### config.mk
export PLATFORM = sky130hd
export DESIGN_NAME = script_token_lexer
export DESIGN_NICKNAME = d
export VERILOG_FILES = /design/src/rtl/stl_pkg.sv /design/src/rtl/script_token_lexer.sv /design/src/rtl/stl_front.sv /design/src/rtl/stl_fifo.sv /design/src/rtl/stl_back.sv
export SDC_FILE = /design/constraint.sdc
export NUM_CORES = 1
export LEC_CHECK = 0
export ABC_AREA = 1
export BUFFER_PORTS_ARGS = -buffer_cell sky130_fd_sc_hd__buf_2
export CAP_MARGIN = 25
export CORE_ASPECT_RATIO = 0.5
export CORE_MARGIN = 5
export CORE_UTILIZATION = 40
export CTS_CLUSTER_DIAMETER = 100
export DETAILED_ROUTE_END_ITERATION = 8
export MAX_ROUTING_LAYER = met4
export PLACE_DENSITY_LB_ADDON = 0.3
export SLEW_MARGIN = 20
export SYNTH_ARGS = -nofsm -noshare
export SYNTH_HDL_FRONTEND = slang
export SYNTH_SLANG_ARGS = --single-unit
### constraint.sdc
create_clock -name i_clk -period 4.8 [get_ports i_clk]
set_input_delay 0.24 -clock i_clk [delete_from_list [all_inputs] [get_ports i_clk]]
set_output_delay 0.24 -clock i_clk [all_outputs]
set_load 0.02 [all_outputs]
### src/rtl/stl_pkg.sv
// shared types, constants and character helpers for the script lexer
package stl_pkg;

    typedef enum logic [3:0] {
        M_TOP     = 4'd0,
        M_KW      = 4'd1,
        M_IDENT   = 4'd2,
        M_INT     = 4'd3,
        M_STR     = 4'd4,
        M_TYPE    = 4'd5,
        M_COMMENT = 4'd6,
        M_BRACE   = 4'd7,
        M_BIDENT  = 4'd8,
        M_BINT    = 4'd9,
        M_BSTR    = 4'd10
    } t_mode;

    typedef enum logic [3:0] {
        TT_VAR     = 4'd0,
        TT_TYPE    = 4'd1,
        TT_ASSIGN  = 4'd2,
        TT_STRING  = 4'd3,
        TT_INT     = 4'd4,
        TT_COMMENT = 4'd5,
        TT_OUTPUT  = 4'd6,
        TT_OPEN    = 4'd7,
        TT_CLOSE   = 4'd8,
        TT_END     = 4'd9
    } t_tok;

    // one result item
    typedef struct packed {
        t_tok       tok;
        logic       has;
        logic [7:0] chr;
        logic       first;
        logic       last;
    } t_res;

    // work for one input item: optional keyword letters, then up to two results
    typedef struct packed {
        logic [2:0] kw_cnt;
        logic       kw_out;
        logic [1:0] ex_cnt;
        t_res       ex1;
        t_res       ex0;
    } t_cmd;

    localparam logic [2:0]  KW_LEN    = 3'd6;
    localparam logic [15:0] LIMIT_RST = 16'd100;

    localparam logic [7:0] CH_AT     = 8'h40;
    localparam logic [7:0] CH_LBRACE = 8'h7B;
    localparam logic [7:0] CH_RBRACE = 8'h7D;
    localparam logic [7:0] CH_COLON  = 8'h3A;
    localparam logic [7:0] CH_LPAREN = 8'h28;
    localparam logic [7:0] CH_RPAREN = 8'h29;
    localparam logic [7:0] CH_QUOTE  = 8'h27;
    localparam logic [7:0] CH_USCORE = 8'h5F;
    localparam logic [7:0] CH_NL     = 8'h0A;
    localparam logic [7:0] CH_SPACE  = 8'h20;
    localparam logic [7:0] CH_BIG_O  = 8'h4F;

    // letters of the keyword Output
    function automatic logic [7:0] kw_char(input logic [2:0] idx);
        logic [7:0] c;
        unique case (idx)
            3'd0: c = 8'h4F;
            3'd1: c = 8'h75;
            3'd2: c = 8'h74;
            3'd3: c = 8'h70;
            3'd4: c = 8'h75;
            3'd5: c = 8'h74;
            default: c = 8'h00;
        endcase
        return c;
    endfunction

    function automatic logic is_space(input logic [7:0] c);
        return (c == CH_SPACE) || (c >= 8'd9 && c <= 8'd13);
    endfunction

    function automatic logic is_digit(input logic [7:0] c);
        return c >= 8'h30 && c <= 8'h39;
    endfunction

    function automatic logic is_alpha(input logic [7:0] c);
        return (c >= 8'h61 && c <= 8'h7A) || (c >= 8'h41 && c <= 8'h5A);
    endfunction

    function automatic logic is_ident(input logic [7:0] c);
        return is_alpha(c) || is_digit(c) || (c == CH_USCORE);
    endfunction

    function automatic t_res mk_res(input t_tok tok, input logic has, input logic [7:0] chr,
                                    input logic first, input logic last);
        t_res r;
        r.tok   = tok;
        r.has   = has;
        r.chr   = chr;
        r.first = first;
        r.last  = last;
        return r;
    endfunction

endpackage

### src/rtl/script_token_lexer.sv
// top level of the streaming script lexer
//
// usage
// - input side is a queue: drive a source byte (or end_of_source) with push;
//   the item is taken at a rising edge with push high and full low
// - result side is a queue: the oldest result sits on the o_ ports while
//   empty is low and leaves at an edge with pop high
// - token_limit is written through i_cfg_we / i_cfg_wdata, no read-back
// timing
// - the edge that takes an item classifies it and queues its command; the back
//   end later loads each result from the command queue into the output register
// - one item per cycle is taken while each causes at most one result and the
//   output is popped; the back end gives one result per cycle unless pop is low,
//   an item with k results holds it for all k; the QUEUE_DEPTH queue absorbs bursts
// - items causing no result use no back-end time
// reset
// - clears lexer mode, keyword progress, token count and both queues;
//   token_limit returns to 100
// stall
// - with pop low the output register holds; the back end stops, the command
//   queue fills, and full rises so that push is refused
module script_token_lexer
    import stl_pkg::*;
#(
    parameter int QUEUE_DEPTH = 4
) (
    input  logic        i_clk,
    input  logic        i_rst_n,
    // source items
    input  logic        push,
    output logic        full,
    input  logic [7:0]  i_char_value,
    input  logic        i_end_of_source,
    // results
    output logic        empty,
    input  logic        pop,
    output logic [3:0]  o_lex_kind,
    output logic        o_has_byte,
    output logic [7:0]  o_lexeme_byte,
    output logic        o_token_first,
    output logic        o_token_last,
    output logic        o_run_last,
    // token_limit register
    input  logic        i_cfg_we,
    input  logic [15:0] i_cfg_wdata
);

    logic acc;
    t_cmd cmd_in, cmd_out;
    logic cmd_push, cmd_pop, cmd_vld, q_full;
    t_res res;
    logic res_vld;

    // item taken whenever the command queue has room
    assign acc  = push && !q_full;
    assign full = q_full;

    // front end: classify the byte, advance lexer state
    stl_front u_front (
        .i_clk       (i_clk),
        .i_rst_n     (i_rst_n),
        .i_acc       (acc),
        .i_char      (i_char_value),
        .i_eos       (i_end_of_source),
        .i_cfg_we    (i_cfg_we),
        .i_cfg_wdata (i_cfg_wdata),
        .o_cmd       (cmd_in),
        .o_cmd_vld   (cmd_push)
    );

    // decoupling queue of commands
    stl_fifo #(
        .DEPTH (QUEUE_DEPTH)
    ) u_queue (
        .i_clk    (i_clk),
        .i_rst_n  (i_rst_n),
        .i_push   (cmd_push),
        .i_data   (cmd_in),
        .o_full   (q_full),
        .i_pop    (cmd_pop),
        .o_data   (cmd_out),
        .o_nempty (cmd_vld)
    );

    // back end: expand commands into result items
    stl_back u_back (
        .i_clk      (i_clk),
        .i_rst_n    (i_rst_n),
        .i_cmd      (cmd_out),
        .i_cmd_vld  (cmd_vld),
        .o_cmd_pop  (cmd_pop),
        .o_res      (res),
        .o_run_last (o_run_last),
        .o_vld      (res_vld),
        .i_pop      (pop)
    );

    assign empty         = !res_vld;
    assign o_lex_kind    = res.tok;
    assign o_has_byte    = res.has;
    assign o_lexeme_byte = res.chr;
    assign o_token_first = res.first;
    assign o_token_last  = res.last;

endmodule

### src/rtl/stl_front.sv
// front end: lexer state, token count and per-item classification into a command
module stl_front
    import stl_pkg::*;
(
    input  logic        i_clk,
    input  logic        i_rst_n,
    input  logic        i_acc,
    input  logic [7:0]  i_char,
    input  logic        i_eos,
    input  logic        i_cfg_we,
    input  logic [15:0] i_cfg_wdata,
    output t_cmd        o_cmd,
    output logic        o_cmd_vld
);

    typedef struct packed {
        logic  vld;
        t_res  res;
        t_mode mode;
        logic  kw;
        logic  cnt;
        logic  ts;
    } t_start;

    logic [15:0] r_limit;
    t_mode       r_mode, n_mode;
    logic [2:0]  r_kw, n_kw;
    logic [15:0] r_te, n_te;
    logic        r_ts, n_ts;

    logic [15:0] te_inc1;
    logic        lim0, lim1;
    logic [1:0]  inc;
    logic [16:0] te_sum;
    t_start      st_top0, st_top1, st_br;
    t_cmd        cmd;

    function automatic t_start top_start(input logic [7:0] c, input logic lim);
        t_start s;
        s      = '0;
        s.mode = M_TOP;
        if (!(lim || is_space(c))) begin
            priority if (c == CH_BIG_O) begin
                s.mode = M_KW;
                s.kw   = 1'b1;
            end else if (c == CH_LBRACE) begin
                s.vld  = 1'b1;
                s.res  = mk_res(TT_OPEN, 1'b1, c, 1'b1, 1'b1);
                s.cnt  = 1'b1;
                s.mode = M_BRACE;
            end else if (c == CH_COLON) begin
                s.vld  = 1'b1;
                s.res  = mk_res(TT_ASSIGN, 1'b1, c, 1'b1, 1'b1);
                s.cnt  = 1'b1;
            end else if (c == CH_LPAREN) begin
                s.mode = M_TYPE;
            end else if (is_digit(c)) begin
                s.vld  = 1'b1;
                s.res  = mk_res(TT_INT, 1'b1, c, 1'b1, 1'b0);
                s.ts   = 1'b1;
                s.mode = M_INT;
            end else if (is_alpha(c) || c == CH_USCORE) begin
                s.vld  = 1'b1;
                s.res  = mk_res(TT_VAR, 1'b1, c, 1'b1, 1'b0);
                s.ts   = 1'b1;
                s.mode = M_IDENT;
            end else if (c == CH_QUOTE) begin
                s.mode = M_STR;
            end else if (c == CH_AT) begin
                s.vld  = 1'b1;
                s.res  = mk_res(TT_COMMENT, 1'b1, c, 1'b1, 1'b0);
                s.ts   = 1'b1;
                s.mode = M_COMMENT;
            end else begin
                s.mode = M_TOP;
            end
        end
        return s;
    endfunction

    function automatic t_start brace_start(input logic [7:0] c);
        t_start s;
        s      = '0;
        s.mode = M_BRACE;
        priority if (c == CH_RBRACE) begin
            s.vld  = 1'b1;
            s.res  = mk_res(TT_CLOSE, 1'b1, c, 1'b1, 1'b1);
            s.cnt  = 1'b1;
            s.mode = M_TOP;
        end else if (c == CH_QUOTE) begin
            s.mode = M_BSTR;
        end else if (is_digit(c)) begin
            s.vld  = 1'b1;
            s.res  = mk_res(TT_INT, 1'b1, c, 1'b1, 1'b0);
            s.ts   = 1'b1;
            s.mode = M_BINT;
        end else if (is_alpha(c) || c == CH_USCORE) begin
            s.vld  = 1'b1;
            s.res  = mk_res(TT_VAR, 1'b1, c, 1'b1, 1'b0);
            s.ts   = 1'b1;
            s.mode = M_BIDENT;
        end else begin
            s.mode = M_BRACE;
        end
        return s;
    endfunction

    function automatic t_cmd add_res(input t_cmd c, input t_res r);
        t_cmd o;
        o = c;
        if (c.ex_cnt == 2'd0) begin
            o.ex0 = r;
        end else begin
            o.ex1 = r;
        end
        o.ex_cnt = c.ex_cnt + 2'd1;
        return o;
    endfunction

    // limit check before and after a token closed earlier in the same item
    assign te_inc1 = (r_te == 16'hFFFF) ? r_te : r_te + 16'd1;
    assign lim0    = r_te >= r_limit;
    assign lim1    = te_inc1 >= r_limit;

    assign st_top0 = top_start(i_char, lim0);
    assign st_top1 = top_start(i_char, lim1);
    assign st_br   = brace_start(i_char);

    always_comb begin
        n_mode = r_mode;
        n_kw   = r_kw;
        n_ts   = r_ts;
        inc    = 2'd0;
        cmd    = '0;
        if (i_eos) begin
            unique case (r_mode)
                M_KW: begin
                    cmd.kw_cnt = r_kw;
                    cmd = add_res(cmd, mk_res(TT_VAR, 1'b0, 8'h00, 1'b0, 1'b1));
                end
                M_IDENT, M_BIDENT: begin
                    cmd = add_res(cmd, mk_res(TT_VAR, 1'b0, 8'h00, !r_ts, 1'b1));
                end
                M_INT, M_BINT: begin
                    cmd = add_res(cmd, mk_res(TT_INT, 1'b0, 8'h00, !r_ts, 1'b1));
                end
                M_STR, M_BSTR: begin
                    cmd = add_res(cmd, mk_res(TT_STRING, 1'b0, 8'h00, !r_ts, 1'b1));
                end
                M_TYPE: begin
                    cmd = add_res(cmd, mk_res(TT_TYPE, 1'b0, 8'h00, !r_ts, 1'b1));
                end
                M_COMMENT: begin
                    cmd = add_res(cmd, mk_res(TT_COMMENT, 1'b0, 8'h00, !r_ts, 1'b1));
                end
                default: begin
                end
            endcase
            cmd    = add_res(cmd, mk_res(TT_END, 1'b0, 8'h00, 1'b1, 1'b1));
            n_mode = M_TOP;
            n_kw   = 3'd0;
            n_ts   = 1'b0;
        end else begin
            unique case (r_mode)
                M_KW: begin
                    priority if (r_kw < KW_LEN && i_char == kw_char(r_kw)) begin
                        n_kw = r_kw + 3'd1;
                    end else if (r_kw >= KW_LEN &&
                                 (is_space(i_char) || i_char == CH_LBRACE)) begin
                        // complete keyword, then the terminator starts afresh
                        cmd.kw_cnt = KW_LEN;
                        cmd.kw_out = 1'b1;
                        if (st_top1.vld) begin
                            cmd = add_res(cmd, st_top1.res);
                        end
                        n_mode = st_top1.mode;
                        n_kw   = {2'b00, st_top1.kw};
                        n_ts   = st_top1.ts;
                        inc    = 2'd1 + {1'b0, st_top1.cnt};
                    end else if (is_ident(i_char)) begin
                        cmd.kw_cnt = r_kw;
                        cmd    = add_res(cmd, mk_res(TT_VAR, 1'b1, i_char, 1'b0, 1'b0));
                        n_mode = M_IDENT;
                        n_kw   = 3'd0;
                        n_ts   = 1'b1;
                    end else begin
                        cmd.kw_cnt = r_kw;
                        cmd = add_res(cmd, mk_res(TT_VAR, 1'b0, 8'h00, 1'b0, 1'b1));
                        if (st_top1.vld) begin
                            cmd = add_res(cmd, st_top1.res);
                        end
                        n_mode = st_top1.mode;
                        n_kw   = {2'b00, st_top1.kw};
                        n_ts   = st_top1.ts;
                        inc    = 2'd1 + {1'b0, st_top1.cnt};
                    end
                end
                M_IDENT, M_BIDENT, M_INT, M_BINT: begin
                    if ((r_mode == M_IDENT || r_mode == M_BIDENT) ? is_ident(i_char)
                                                                 : is_digit(i_char)) begin
                        cmd = add_res(cmd, mk_res(
                            (r_mode == M_IDENT || r_mode == M_BIDENT) ? TT_VAR : TT_INT,
                            1'b1, i_char, !r_ts, 1'b0));
                        n_ts = 1'b1;
                    end else begin
                        cmd = add_res(cmd, mk_res(
                            (r_mode == M_IDENT || r_mode == M_BIDENT) ? TT_VAR : TT_INT,
                            1'b0, 8'h00, !r_ts, 1'b1));
                        if (r_mode == M_BIDENT || r_mode == M_BINT) begin
                            if (st_br.vld) begin
                                cmd = add_res(cmd, st_br.res);
                            end
                            n_mode = st_br.mode;
                            n_kw   = 3'd0;
                            n_ts   = st_br.ts;
                            inc    = 2'd1 + {1'b0, st_br.cnt};
                        end else begin
                            if (st_top1.vld) begin
                                cmd = add_res(cmd, st_top1.res);
                            end
                            n_mode = st_top1.mode;
                            n_kw   = {2'b00, st_top1.kw};
                            n_ts   = st_top1.ts;
                            inc    = 2'd1 + {1'b0, st_top1.cnt};
                        end
                    end
                end
                M_STR, M_BSTR: begin
                    if (i_char == CH_QUOTE) begin
                        cmd = add_res(cmd, mk_res(TT_STRING, 1'b0, 8'h00, !r_ts, 1'b1));
                        n_mode = (r_mode == M_BSTR) ? M_BRACE : M_TOP;
                        n_ts   = 1'b0;
                        inc    = 2'd1;
                    end else if (!i_char[7]) begin
                        cmd  = add_res(cmd, mk_res(TT_STRING, 1'b1, i_char, !r_ts, 1'b0));
                        n_ts = 1'b1;
                    end
                end
                M_TYPE: begin
                    if (i_char == CH_RPAREN) begin
                        cmd = add_res(cmd, mk_res(TT_TYPE, 1'b0, 8'h00, !r_ts, 1'b1));
                        n_mode = M_TOP;
                        n_ts   = 1'b0;
                        inc    = 2'd1;
                    end else if (!i_char[7]) begin
                        cmd  = add_res(cmd, mk_res(TT_TYPE, 1'b1, i_char, !r_ts, 1'b0));
                        n_ts = 1'b1;
                    end
                end
                M_COMMENT: begin
                    if (i_char == CH_NL) begin
                        cmd = add_res(cmd, mk_res(TT_COMMENT, 1'b0, 8'h00, !r_ts, 1'b1));
                        n_mode = M_TOP;
                        n_ts   = 1'b0;
                        inc    = 2'd1;
                    end else if (!i_char[7]) begin
                        cmd  = add_res(cmd, mk_res(TT_COMMENT, 1'b1, i_char, !r_ts, 1'b0));
                        n_ts = 1'b1;
                    end
                end
                M_BRACE: begin
                    if (st_br.vld) begin
                        cmd = add_res(cmd, st_br.res);
                    end
                    n_mode = st_br.mode;
                    n_ts   = st_br.ts;
                    inc    = {1'b0, st_br.cnt};
                end
                default: begin
                    if (st_top0.vld) begin
                        cmd = add_res(cmd, st_top0.res);
                    end
                    n_mode = st_top0.mode;
                    n_kw   = {2'b00, st_top0.kw};
                    n_ts   = st_top0.ts;
                    inc    = {1'b0, st_top0.cnt};
                end
            endcase
        end
    end

    // saturating token count, cleared by end of source
    assign te_sum = {1'b0, r_te} + {15'd0, inc};
    assign n_te   = i_eos ? 16'd0 : (te_sum[16] ? 16'hFFFF : te_sum[15:0]);

    always_ff @(posedge i_clk) begin
        if (!i_rst_n) begin
            r_limit <= LIMIT_RST;
            r_mode  <= M_TOP;
            r_kw    <= 3'd0;
            r_te    <= 16'd0;
            r_ts    <= 1'b0;
        end else begin
            if (i_cfg_we) begin
                r_limit <= i_cfg_wdata;
            end
            if (i_acc) begin
                r_mode <= n_mode;
                r_kw   <= n_kw;
                r_te   <= n_te;
                r_ts   <= n_ts;
            end
        end
    end

    assign o_cmd     = cmd;
    assign o_cmd_vld = i_acc && (cmd.kw_cnt != 3'd0 || cmd.ex_cnt != 2'd0);

endmodule

### src/rtl/stl_fifo.sv
// small command queue between the front and back ends
module stl_fifo
    import stl_pkg::*;
#(
    parameter int DEPTH = 4
) (
    input  logic i_clk,
    input  logic i_rst_n,
    input  logic i_push,
    input  t_cmd i_data,
    output logic o_full,
    input  logic i_pop,
    output t_cmd o_data,
    output logic o_nempty
);

    localparam int PW = (DEPTH > 1) ? $clog2(DEPTH) : 1;
    localparam int CW = $clog2(DEPTH + 1);
    localparam logic [PW-1:0] PTR_LAST = PW'(DEPTH - 1);
    localparam logic [CW-1:0] CNT_FULL = CW'(DEPTH);

    t_cmd          mem [DEPTH];
    logic [PW-1:0] r_wr, r_rd;
    logic [CW-1:0] r_cnt;
    logic          do_push, do_pop;

    assign do_push  = i_push && (r_cnt != CNT_FULL);
    assign do_pop   = i_pop && (r_cnt != '0);
    assign o_full   = r_cnt == CNT_FULL;
    assign o_nempty = r_cnt != '0;
    assign o_data   = mem[r_rd];

    always_ff @(posedge i_clk) begin
        if (do_push) begin
            mem[r_wr] <= i_data;
        end
    end

    always_ff @(posedge i_clk) begin
        if (!i_rst_n) begin
            r_wr  <= '0;
            r_rd  <= '0;
            r_cnt <= '0;
        end else begin
            if (do_push) begin
                r_wr <= (r_wr == PTR_LAST) ? '0 : r_wr + PW'(1);
            end
            if (do_pop) begin
                r_rd <= (r_rd == PTR_LAST) ? '0 : r_rd + PW'(1);
            end
            if (do_push && !do_pop) begin
                r_cnt <= r_cnt + CW'(1);
            end else if (do_pop && !do_push) begin
                r_cnt <= r_cnt - CW'(1);
            end
        end
    end

endmodule

### src/rtl/stl_back.sv
// back end: expands a command into output-register results, one per cycle unless stalled
module stl_back
    import stl_pkg::*;
(
    input  logic i_clk,
    input  logic i_rst_n,
    input  t_cmd i_cmd,
    input  logic i_cmd_vld,
    output logic o_cmd_pop,
    output t_res o_res,
    output logic o_run_last,
    output logic o_vld,
    input  logic i_pop
);

    logic [2:0] r_idx;
    logic       r_vld;
    t_res       r_res;
    logic       r_run_last;

    logic [3:0] total;
    logic       last_res;
    logic [2:0] ex_idx;
    t_res       cur;
    logic       adv;

    assign total    = {1'b0, i_cmd.kw_cnt} + {2'b00, i_cmd.ex_cnt};
    assign last_res = {1'b0, r_idx} == (total - 4'd1);
    assign ex_idx   = r_idx - i_cmd.kw_cnt;

    // keyword letters first, then the explicit results
    always_comb begin
        if (r_idx < i_cmd.kw_cnt) begin
            cur = mk_res(i_cmd.kw_out ? TT_OUTPUT : TT_VAR, 1'b1, kw_char(r_idx),
                         r_idx == 3'd0, i_cmd.kw_out && (r_idx == KW_LEN - 3'd1));
        end else begin
            cur = ex_idx[0] ? i_cmd.ex1 : i_cmd.ex0;
        end
    end

    assign adv       = i_cmd_vld && (!r_vld || i_pop);
    assign o_cmd_pop = adv && last_res;

    always_ff @(posedge i_clk) begin
        if (!i_rst_n) begin
            r_idx <= 3'd0;
            r_vld <= 1'b0;
        end else if (adv) begin
            r_vld <= 1'b1;
            r_idx <= last_res ? 3'd0 : r_idx + 3'd1;
        end else if (i_pop) begin
            r_vld <= 1'b0;
        end
    end

    always_ff @(posedge i_clk) begin
        if (adv) begin
            r_res      <= cur;
            r_run_last <= last_res;
        end
    end

    assign o_res      = r_res;
    assign o_run_last = r_run_last;
    assign o_vld      = r_vld;

endmodule

==> run_results.csv, run 1 <==
group,metric,value,unit
run_status,status,"complete, but fails checks",
run_status,violations,"negative setup slack",
cts,cts-htree-levels,1,
min_path,hold_class,"input pin to flip-flop",
pwr,ir_drop,0.2412,mV
global_route,track_usage,0.2061,
synth,ys.flop_type,"edfxtp_1",
synth,avgSynthCellArea,8.711,µm²
timing,final_max_slew_viol_count,0,
detailed_routing,viasPerCell,5.412,
pwr,powerDensity,459.7,mW/mm²
synth,ys_seq_area_frac,0.4974,
worst_setup_path,start_kind,"flip-flop",
timing,layout_min_cycle_time,4.843,ns
detailed_routing,ant_nets,0,
timing,rsz0062_at_grt,"yes",
pwr,swShare,0.3660,
cts,cts.reportedPaths.clkPinSlew,0.06,ns
cells_and_area,final_cell_mix,"192 x nand2_1, 157 x nor2_1, 156 x edfxtp_1, 129 x inv_1, 120 x o21ai_0",
detailed_routing,drt_iter0_markers,768,
timing,skew,0.01403,ns
pwr,comb_power_share,0.354,
pwr,internal_power,4.137,mW
pwr,clockPowerShare,0.281,
global_route,grt_pass1_vias,9872,
die,dieHeight,130.2,µm
cts,cts-root-buf,"clkbuf_16",
cts,clkSinkCount,209,
run,maxCapViolations,0,
placed_design,portBuffers,47,
timing,tightestPinTransition,0.9916,ns
synth,syn_inst,1326,
synth,yosys.cell_types.count,53,
cells_and_area,final_nets,1546,
die,core.rowCount,44,
cells_and_area,area_growth,22.89,%
synth,synth_area,0.01155,mm²
worst_setup_path,crit_family,"simple AND/OR/NAND/NOR gates",
pwr,p_switching,2.389,mW
placed_design,hpwlAfterDp,23.01,mm
worst_setup_path,path_class,"flip-flop to flip-flop",
die,design.portCount,48,
timing,hold_ws,0.01339,ns
worst_setup_path,critPathArrivalTime,5.26,ns
die,initial_core_util,0.4020,
synth,ys_ff_latch,209,
cts,ctsLongestPathBuffers,3,
placed_design,place_area,0.01275,mm²
worst_setup_path,crit_path_max_incr_delay,0.36,ns
global_route,grt_max_degree,61,
global_route,grt_pass1_wl,52.61,mm
placed_design,place.gp.congestion,0.9462,
synth,synthArstFlopShare,0,
pwr,pwr-share-seq,0.365,
synth,synth-edff-count,156,
timing,hold_viol_final,0,
pwr,p_leak,5.800,nW
worst_setup_path,cp-end-kind,"flip-flop",
die,dieArea,0.03258,mm²
worst_setup_path,crit_slowest_cell,"dfxtp_4",
die,coreArea,0.02874,mm²
cts,cts_tree,"yes",
timing,finalWorstSetupSlack,-0.04269,ns
timing,finalSetupViolCount,4,
worst_setup_path,cp_num_buf_inv,13,
global_route,antenna_found_initial,0,
worst_setup_path,crit_required,5.21,ns
detailed_routing,drc,0,
cells_and_area,final_area,0.01419,mm²
cts,cts-buffers-inserted,21,
cells_and_area,post-route-util,0.4939,
timing,min_period_over_period,1.009,
timing,fmax,206.5,MHz
worst_setup_path,critPathMaxFanout,2,
cts,clk-insertion-delay-late,0.51,ns
cells_and_area,mostFrequentLayoutCell,"nand2_1",
timing,slew-limit-headroom,0.3349,
cells_and_area,drive_above_1_share,0.2128,
detailed_routing,wl,32.95,mm
die,die_w,250.3,µm
detailed_routing,routedWlPerCell,17.70,µm
detailed_routing,via_count,10077,
cells_and_area,antenna_cells,0,
global_route,grt_overflow,0,
synth,synth_warnings,0,
detailed_routing,dr.pass1.iters,8,
-- worst paths after layout --
check / from / endpoint / slack [ns] / cells past startpoint
min reg2reg: u_front.r_mode[2] / u_front.r_mode[2] / 0.50 / 2
max reg2reg: u_front.r_te[1] / u_front.r_te[12] / -0.04 / 39
min: i_cfg_wdata[7] / u_front.r_limit[7] / 0.01 / 3
max: u_front.r_te[1] / u_front.r_te[12] / -0.04 / 39
-- synth_stat cells (2+ instances only) --
cell type  count  area (µm²)
nor2_4         4       45.04
clkinv_1       3       11.26
a211oi_1       6       45.04
nand2_4        4       45.04
o31ai_1        4       30.03
xor2_1        24       210.2
nand4_1       10       62.56
a221oi_1       3       26.28
nor3_1        29       145.1
dfxtp_1       53        1061
inv_2          7       26.28
ha_1          57       713.2
buf_2          5       25.02
nand3b_1       2       15.01
a31oi_1        8       50.05
o32ai_1        4       35.03
o22ai_1       23       143.9
nor2_1       177       664.4
edfxtp_1     156        4684
nand2_2       12       75.07
a21oi_1      101       505.5
inv_4          3       18.77
fa_1           3       60.06
inv_1        141       529.3
o21a_1         4       30.03
nand3_1       46       230.2
nor2_2        11       68.82
a32o_1         5       50.05
a21o_1         2       15.01
nand2_1      202       758.2
o221ai_1      10       87.58
nand3_2        5       50.05
o21ai_0      130       650.6
clkbuf_1      39       146.4
o21ai_1        4       20.02
buf_1          3       11.26
xnor2_1        3       26.28
nor4_1         2       12.51
o211ai_1       7       52.55
-- tightest hold or removal path, delay by kind of cell --
kind	cells	cell delay [ns]
AO/OA/AOI/OAI	2	0.17
buffers and inverters	1	0.07
-- through the flow --
| stage | setup slack [ns] | setup TNS, ns | std cells | power [mW] |
|---|---|---|---|---|
| after floorplan | -0.3198 | -44.88 | 1333 | 3.947 |
| after global placement | -0.09618 | -0.2775 | 1790 | 4.649 |
| after detailed placement | -0.3863 | -3.077 | 1790 | 4.714 |
| after CTS | -0.08751 | -0.2209 | 1856 | 6.551 |
| after global routing | -0.3980 | -4.936 | 1862 | 6.928 |
| final | -0.04269 | -0.08652 | 1862 | 6.526 |
-- per-layer routing --
| metal | part of all wire | GRT usage |
|---|---|---|
| met5 | 0 | - |
| met4 | 0.034 | 0.06316 |
| met3 | 0.069 | 0.02848 |
| met2 | 0.45 | 0.3293 |
| met1 | 0.45 | 0.2770 |
-- logic make-up after synthesis --
| group | Yosys count | share of synthesized area |
|---|---|---|
| other cells | 1 | 0.0003246 |
| fa+ha+maj | 60 | 0.06694 |
| buf+inv | 202 | 0.06716 |
| compound gates | 319 | 0.1570 |
| flops | 209 | 0.4974 |
| simple gates | 508 | 0.1908 |
| xor+xnor | 27 | 0.02047 |
-- power by group through the flow --
stage               logic (mW)  clock network (mW)  registers, mW
floorplan                 1.45                   0           2.49
global placement          2.24                   0           2.41
CTS                       2.31                1.86           2.38
detailed placement        2.29                   0           2.42
global route              2.58                1.95           2.41
finish                    2.31                1.83           2.38
-- registers in the layout, indices dropped and copies added (netlist names), named ones only --
register,flops
u_back.o_res,15
u_front.r_mode,4
u_queue.r_rd,2
u_front.r_te,16
u_queue.mem,140
u_queue.r_wr,2
u_front.r_limit,16
u_front.r_kw,3
u_queue.r_cnt,3
u_front.r_ts,1
u_back.o_vld,1
u_back.r_idx,3
u_back.o_run_last,1
-- layout make-up --
class | instances | area [µm²]
fillers | 2671 | 14540
flip-flops and latches | 209 | 5754
multi-input cells | 922 | 5469
repair buffers | 148 | 1127
inverters | 154 | 588.1
clock buffers | 23 | 533.0
well taps | 391 | 489.2
clock inverters | 15 | 234.0
-- repair_timing --
action,in CTS,in global routing
endpoints found under the hold margin,5,0
pin swaps,26,55
gates resized for setup,34,84
hold buffers,5,0
endpoints found under the setup margin,15,178
setup buffers,24,13
Note: power is estimated with default switching activity, not from simulation.
==> inputs of run 2 (changes only) <==
--- a/config.mk
+++ b/config.mk
@@ -15,6 +15,7 @@
 export DETAILED_ROUTE_END_ITERATION = 8
 export MAX_ROUTING_LAYER = met4
 export PLACE_DENSITY_LB_ADDON = 0.3
+export REMOVE_ABC_BUFFERS = 1
 export SLEW_MARGIN = 20
 export SYNTH_ARGS = -nofsm -noshare
 export SYNTH_HDL_FRONTEND = slang
==> run 2 against run 1 <==
  * The run still ends with negative setup slack left
  * First-iteration DRC count shrank 3.3%
  * Flip-flop and latch count is the same
  * Critical endpoint unchanged
  * Non-clock buffer count shrank 6
  * Sequential power is essentially flat
  * Cell count shrank 0.32%
  * Via count shrank 1.6%
  * Clock-buffer cell count grew 1
  * Largest power group unchanged
  * Highest routed layer unchanged
  * Combinational power is essentially flat
  * Total power shrank 1.9%
  * Fmax grew 0.80%
  * Largest cell class unchanged
==> run_results.csv, run 2 (synthesis gave the netlist of run 1 again) <==
group,metric,value,unit
timing,setup_tns,-0.004368,ns
cells_and_area,nFillCells,2715,
worst_setup_path,reg2reg_from,"u_front.r_te[1]",
worst_setup_path,ff2ff_setup_slack,-0.004,ns
worst_setup_path,crit_required,5.16,ns
run,maxCapViolations,0,
worst_setup_path,start_kind,"flip-flop",
worst_setup_path,critPathMaxFanout,2,
cts,cts-htree-levels,1,
run_status,violations,"negative setup slack",
pwr,ir_drop,0.2338,mV
timing,slew-limit-headroom,0.3847,
detailed_routing,routedWlPerCell,17.96,µm
timing,tightestPinTransition,0.9172,ns
pwr,clockPowerShare,0.270,
timing,hold_ws,0.01617,ns
timing,layout_min_cycle_time,4.804,ns
cells_and_area,mostFrequentLayoutCell,"nand2_1",
placed_design,place.gp.congestion,0.9667,
global_route,top_usage_layer,"met2",
min_path,min_path_cells,3,
pwr,internal_power,4.003,mW
detailed_routing,dr.pass1.iters,5,
pwr,comb_power_share,0.359,
die,core.rowCount,44,
cells_and_area,final_nets,1540,
cts,cts-root-buf,"clkbuf_16",
die,dieHeight,130.2,µm
min_path,hold_end,"u_front.r_limit[4]",
global_route,grt_use_met3,0.03346,
timing,finalWorstSetupSlack,-0.004368,ns
cts,cts_tree,"yes",
placed_design,hpwlAfterDp,22.86,mm
cells_and_area,regMostFlops,"u_queue.mem",
cells_and_area,multi_input_comb_area,0.005409,mm²
detailed_routing,wl,33.33,mm
run_status,status,"complete, but fails checks",
timing,skew,0.01252,ns
die,dieArea,0.03258,mm²
worst_setup_path,cp-end-kind,"flip-flop",
cells_and_area,reg.largest.list,"u_queue.mem x140, u_front.r_limit x16, u_front.r_te x16",
timing,rsz0062_at_grt,"yes",
cells_and_area,final_cell_mix,"193 x nand2_1, 159 x nor2_1, 156 x edfxtp_1, 131 x inv_1, 121 x o21ai_0",
cells_and_area,area_growth,21.06,%
cells_and_area,largest_reg_flops,140,
pwr,powerDensity,457.7,mW/mm²
worst_setup_path,crit_start,"u_front.r_te[1]",
detailed_routing,drt_iter0_markers,743,
detailed_routing,via_count,9917,
detailed_routing,viasPerCell,5.343,
pwr,pwr-share-seq,0.372,
global_route,grt_max_degree,61,
cells_and_area,post-route-util,0.4866,
cts,clk-insertion-delay-late,0.51,ns
placed_design,portBuffers,47,
detailed_routing,ant_nets,0,
worst_setup_path,crit_family,"simple AND/OR/NAND/NOR gates",
global_route,grt_overflow,0,
timing,fmax,208.1,MHz
pwr,swShare,0.3746,
cells_and_area,final_area,0.01398,mm²
worst_setup_path,crit_slowest_cell,"dfxtp_4",
min_path,worstHoldStart,"i_cfg_wdata[4]",
worst_setup_path,r2r_cells,40,
cts,ctsLongestPathBuffers,3,
cts,cts-buffers-inserted,21,
global_route,grt_pass1_vias,9459,
placed_design,pre_cts_ws,-0.4036,ns
worst_setup_path,critPathArrivalTime,5.17,ns
worst_setup_path,crit_path_max_incr_delay,0.36,ns
cells_and_area,final-seq-area,0.005754,mm²
detailed_routing,drc,0,
timing,hold_viol_final,0,
timing,final_max_slew_viol_count,0,
pwr,p_switching,2.398,mW
worst_setup_path,cp_num_buf_inv,9,
global_route,grt_pass1_wl,51.96,mm
global_route,antenna_found_initial,0,
die,coreArea,0.02874,mm²
die,design.portCount,48,
worst_setup_path,cpMostUsedCell,"nor2_4",
cts,cts.reportedPaths.clkPinSlew,0.06,ns
die,die_w,250.3,µm
global_route,use_met1,0.2671,
timing,finalSetupViolCount,1,
cts,clkSinkCount,209,
timing,min_period_over_period,1.001,
worst_setup_path,path_class,"flip-flop to flip-flop",
global_route,track_usage,0.2052,
cells_and_area,drive_above_1_share,0.2020,
global_route,use_met2,0.3360,
cells_and_area,antenna_cells,0,
die,initial_core_util,0.4020,
worst_setup_path,worstReg2RegEnd,"u_front.r_te[12]",
pwr,p_leak,5.736,nW
min_path,hold_class,"input pin to flip-flop",
placed_design,place_area,0.01271,mm²
[run 2: area by class of cell]
cell class	count	share of cell area
Sequential cell	209	0.4115
Multi-Input combinational cell	922	0.3868
Timing Repair Buffer	142	0.07364
Clock inverter	14	0.01110
Clock buffer	24	0.03991
Inverter	154	0.04205
Tap cell	391	0.03499
[run 2: through the flow]
step,power [mW],std cells
2_1_floorplan,3.885,1285
3_3_place_gp,4.639,1792
3_5_place_dp,4.699,1792
4_1_cts,6.444,1851
5_1_grt,6.810,1856
6_report,6.401,1856
[run 2: how the worst max path moves through the flow]
stage / endpoint / slack (ns) / cells after the start
2_1_floorplan: u_queue.r_cnt[1] / -0.71 / 16
3_5_place_dp: u_front.r_te[12] / -0.40 / 40
5_1_grt: u_front.r_te[14] / -0.25 / 40
4_1_cts: u_front.r_te[14] / -0.04 / 44
3_3_place_gp: u_front.r_te[14] / -0.13 / 43
6_report: u_front.r_te[12] / -0.004 / 40
[run 2: timing repair]
action / CTS / global route
pin swaps: 13 / 32
setup endpoints to repair: 16 / 37
hold buffers: 5 / 0
endpoints found under the hold margin: 5 / 0
resized for setup: 38 / 68
setup buffers: 16 / 5
[run 2: tightest hold or removal path, cell delays in order]
cell and delay (ns):
buf_2 0.07, o21ai_0 0.07, a21oi_1 0.11
[run 2: power by group through the flow]
stage / registers, mW / clock network [mW] / logic (mW)
6_report: 2.38 / 1.73 / 2.30
5_1_grt: 2.40 / 1.84 / 2.57
4_1_cts: 2.38 / 1.77 / 2.30
3_5_place_dp: 2.42 / 0 / 2.28
3_3_place_gp: 2.41 / 0 / 2.23
2_1_floorplan: 2.55 / 0 / 1.34
[run 2: metal layers]
metal  vias up  routed length, µm
met1      4744              15090
met2       290              15480
met3        74               1857
met5         -                  0
li1       4809                  -
met4         0                909
==> inputs of run 3 (changes only) <==
--- a/config.mk
+++ b/config.mk
@@ -15,6 +15,7 @@
 export DETAILED_ROUTE_END_ITERATION = 8
 export MAX_ROUTING_LAYER = met4
 export PLACE_DENSITY_LB_ADDON = 0.3
+export RECOVER_POWER = 25
 export REMOVE_ABC_BUFFERS = 1
 export SLEW_MARGIN = 20
 export SYNTH_ARGS = -nofsm -noshare
==> run 3 against run 2 <==
  * The run now ends clean
  * Via count down 0.16%
  * First-iteration DRC count up 3.2%
  * Sequential share of layout area up 0.10 points
  * Critical path depth unchanged
  * Clock-buffer cell count unchanged
  * Worst hold slack about the same
  * Critical endpoint unchanged
  * Largest cell class unchanged
  * Largest power group unchanged
==> run_results.csv, run 3 (synthesis gave the netlist of run 1 again) <==
group,metric,value,unit
worst_setup_path,path_class,"flip-flop to flip-flop",
detailed_routing,drt_iter0_markers,767,
die,dieArea,0.03258,mm²
worst_setup_path,start_kind,"flip-flop",
placed_design,hpwlAfterDp,22.86,mm
worst_setup_path,crit_required,5.16,ns
timing,min_period_over_period,0.9995,
worst_setup_path,crit_slowest_cell,"dfxtp_4",
worst_setup_path,critPathArrivalTime,5.16,ns
worst_setup_path,worstReg2RegEnd,"u_front.r_te[12]",
pwr,ir_drop,0.2333,mV
cells_and_area,drive_above_1_share,0.1870,
min_path,min_path_cells,3,
global_route,track_usage,0.2052,
global_route,grt_pass1_wl,51.96,mm
cts,cts-htree-levels,1,
detailed_routing,via_count,9901,
cells_and_area,regMostFlops,"u_queue.mem",
pwr,comb_power_share,0.355,
pwr,powerDensity,456.7,mW/mm²
die,initial_core_util,0.4020,
timing,finalWorstSetupSlack,0.002244,ns
pwr,p_switching,2.391,mW
pwr,internal_power,3.979,mW
cts,cts.reportedPaths.clkPinSlew,0.06,ns
global_route,grt_overflow,0,
timing,layout_min_cycle_time,4.798,ns
placed_design,place_area,0.01271,mm²
detailed_routing,routedWlPerCell,17.89,µm
worst_setup_path,r2r_cells,40,
cts,ctsLongestPathBuffers,3,
pwr,p_leak,5.678,nW
worst_setup_path,cpMostUsedCell,"nor2_4",
cells_and_area,mostFrequentLayoutCell,"nand2_1",
detailed_routing,dr.pass1.iters,5,
worst_setup_path,critPathMaxFanout,2,
timing,fmax,208.4,MHz
timing,tightestPinTransition,1.318,ns
timing,skew,0.01313,ns
cts,cts-buffers-inserted,21,
die,dieHeight,130.2,µm
min_path,hold_class,"input pin to flip-flop",
worst_setup_path,cp-end-kind,"flip-flop",
cells_and_area,final_area,0.01395,mm²
global_route,grt_max_degree,61,
cts,clk-insertion-delay-late,0.51,ns
cells_and_area,reg.largest.list,"u_queue.mem x140, u_front.r_limit x16, u_front.r_te x16",
timing,slew-limit-headroom,0.1211,
timing,final_max_slew_viol_count,0,
run,maxCapViolations,0,
global_route,antenna_found_initial,0,
run_status,status,"completed",
cells_and_area,final_nets,1540,
die,design.portCount,48,
worst_setup_path,ff2ff_setup_slack,0.002,ns
cts,clkSinkCount,209,
worst_setup_path,crit_path_max_incr_delay,0.36,ns
placed_design,portBuffers,47,
cells_and_area,largest_reg_flops,140,
placed_design,pre_cts_ws,-0.4036,ns
timing,finalSetupViolCount,0,
timing,rsz0062_at_grt,"yes",
cts,cts-root-buf,"clkbuf_16",
global_route,grt_pass1_vias,9459,
die,coreArea,0.02874,mm²
pwr,clockPowerShare,0.270,
min_path,worstHoldStart,"i_cfg_wdata[4]",
pwr,pwr-share-seq,0.374,
cts,cts_tree,"yes",
timing,setup_tns,0,ns
cells_and_area,antenna_cells,0,
timing,hold_viol_final,0,
detailed_routing,ant_nets,0,
pwr,swShare,0.3753,
cells_and_area,area_growth,20.76,%
detailed_routing,drc,0,
die,die_w,250.3,µm
cells_and_area,final_cell_mix,"193 x nand2_1, 160 x nor2_1, 156 x edfxtp_1, 131 x inv_1, 121 x o21ai_0",
die,core.rowCount,44,
detailed_routing,wl,33.21,mm
min_path,hold_end,"u_front.r_limit[4]",
placed_design,place.gp.congestion,0.9667,
detailed_routing,viasPerCell,5.335,
worst_setup_path,reg2reg_from,"u_front.r_te[1]",
run 3: cell types whose count changed in the layout (fill, tap and decap cells not counted), sizes merged:
cell	change
buf	-20
clkbuf	+20
run 3: power by group through the flow:
| stage | Combinational (mW) | Sequential [mW] | Clock [mW] |
|---|---|---|---|
| final | 2.26 | 2.38 | 1.72 |
| after global routing | 2.54 | 2.41 | 1.84 |
| after CTS | 2.30 | 2.38 | 1.77 |
| after detailed placement | 2.28 | 2.42 | 0 |
| after global placement | 2.23 | 2.41 | 0 |
| after floorplan | 1.34 | 2.55 | 0 |
run 3: how the worst max path moves through the flow:
stage	from	end	slack (ns)	depth (start not counted)
after CTS	u_front.r_te[1]	u_front.r_te[14]	-0.04	44
final	u_front.r_te[1]	u_front.r_te[12]	0.002	40
after detailed placement	u_front.r_te[0]	u_front.r_te[12]	-0.40	40
after floorplan	flip-flop	u_queue.r_cnt[1]	-0.71	16
after global placement	u_front.r_te[0]	u_front.r_te[14]	-0.13	43
after global routing	u_front.r_te[1]	u_front.r_te[14]	-0.25	40
run 3: layout make-up:
| type | count | area, µm² |
|---|---|---|
| Inverter | 154 | 588.1 |
| Sequential cell | 209 | 5754 |
| Fill cell | 2725 | 14790 |
| Clock inverter | 14 | 155.1 |
| Tap cell | 391 | 489.2 |
| Timing Repair Buffer | 142 | 1002 |
| Multi-Input combinational cell | 922 | 5403 |
| Clock buffer | 24 | 558.0 |
run 3: critical path, delay by kind of cell (launching register included):
kind	cells	cell delay, ns
adder cells (fa/ha/maj)	4	1.00
buffers and inverters	9	0.72
AO/OA/AOI/OAI	2	0.35
flip-flops	1	0.36
AND/OR/NAND/NOR	24	2.08
XOR/XNOR	1	0.14
run 3: metal layers:
layer	routed length (µm)	vias to the layer above	track usage
met3	1777	79	0.03346
met2	15380	267	0.3360
met4	940	0	0.06092
li1	-	4806	-
met1	15120	4749	0.2671
met5	0	-	-
run 3: per-stage QoR:
| step | util | power (mW) | hold slack (ns) | std cells |
|---|---|---|---|---|
| global placement | 0.4424 | 4.639 | 0.4538 | 1792 |
| global route | 0.4854 | 6.788 | 0.02615 | 1856 |
| detailed placement | 0.4424 | 4.699 | 0.4614 | 1792 |
| finish | 0.4854 | 6.370 | 0.01594 | 1856 |
| CTS | 0.4772 | 6.444 | 0.001320 | 1851 |
| floorplan | - | 3.885 | 0.3519 | 1285 |
run 3: repair_timing:
action | CTS | global route
gates cloned | 0 | 0
hold buffers | 5 | 0
gates resized for setup | 38 | 68
buffers inserted | 16 | 5
pin swaps | 13 | 32
endpoints found under the setup margin | 16 | 37
endpoints found under the hold margin | 5 | 0
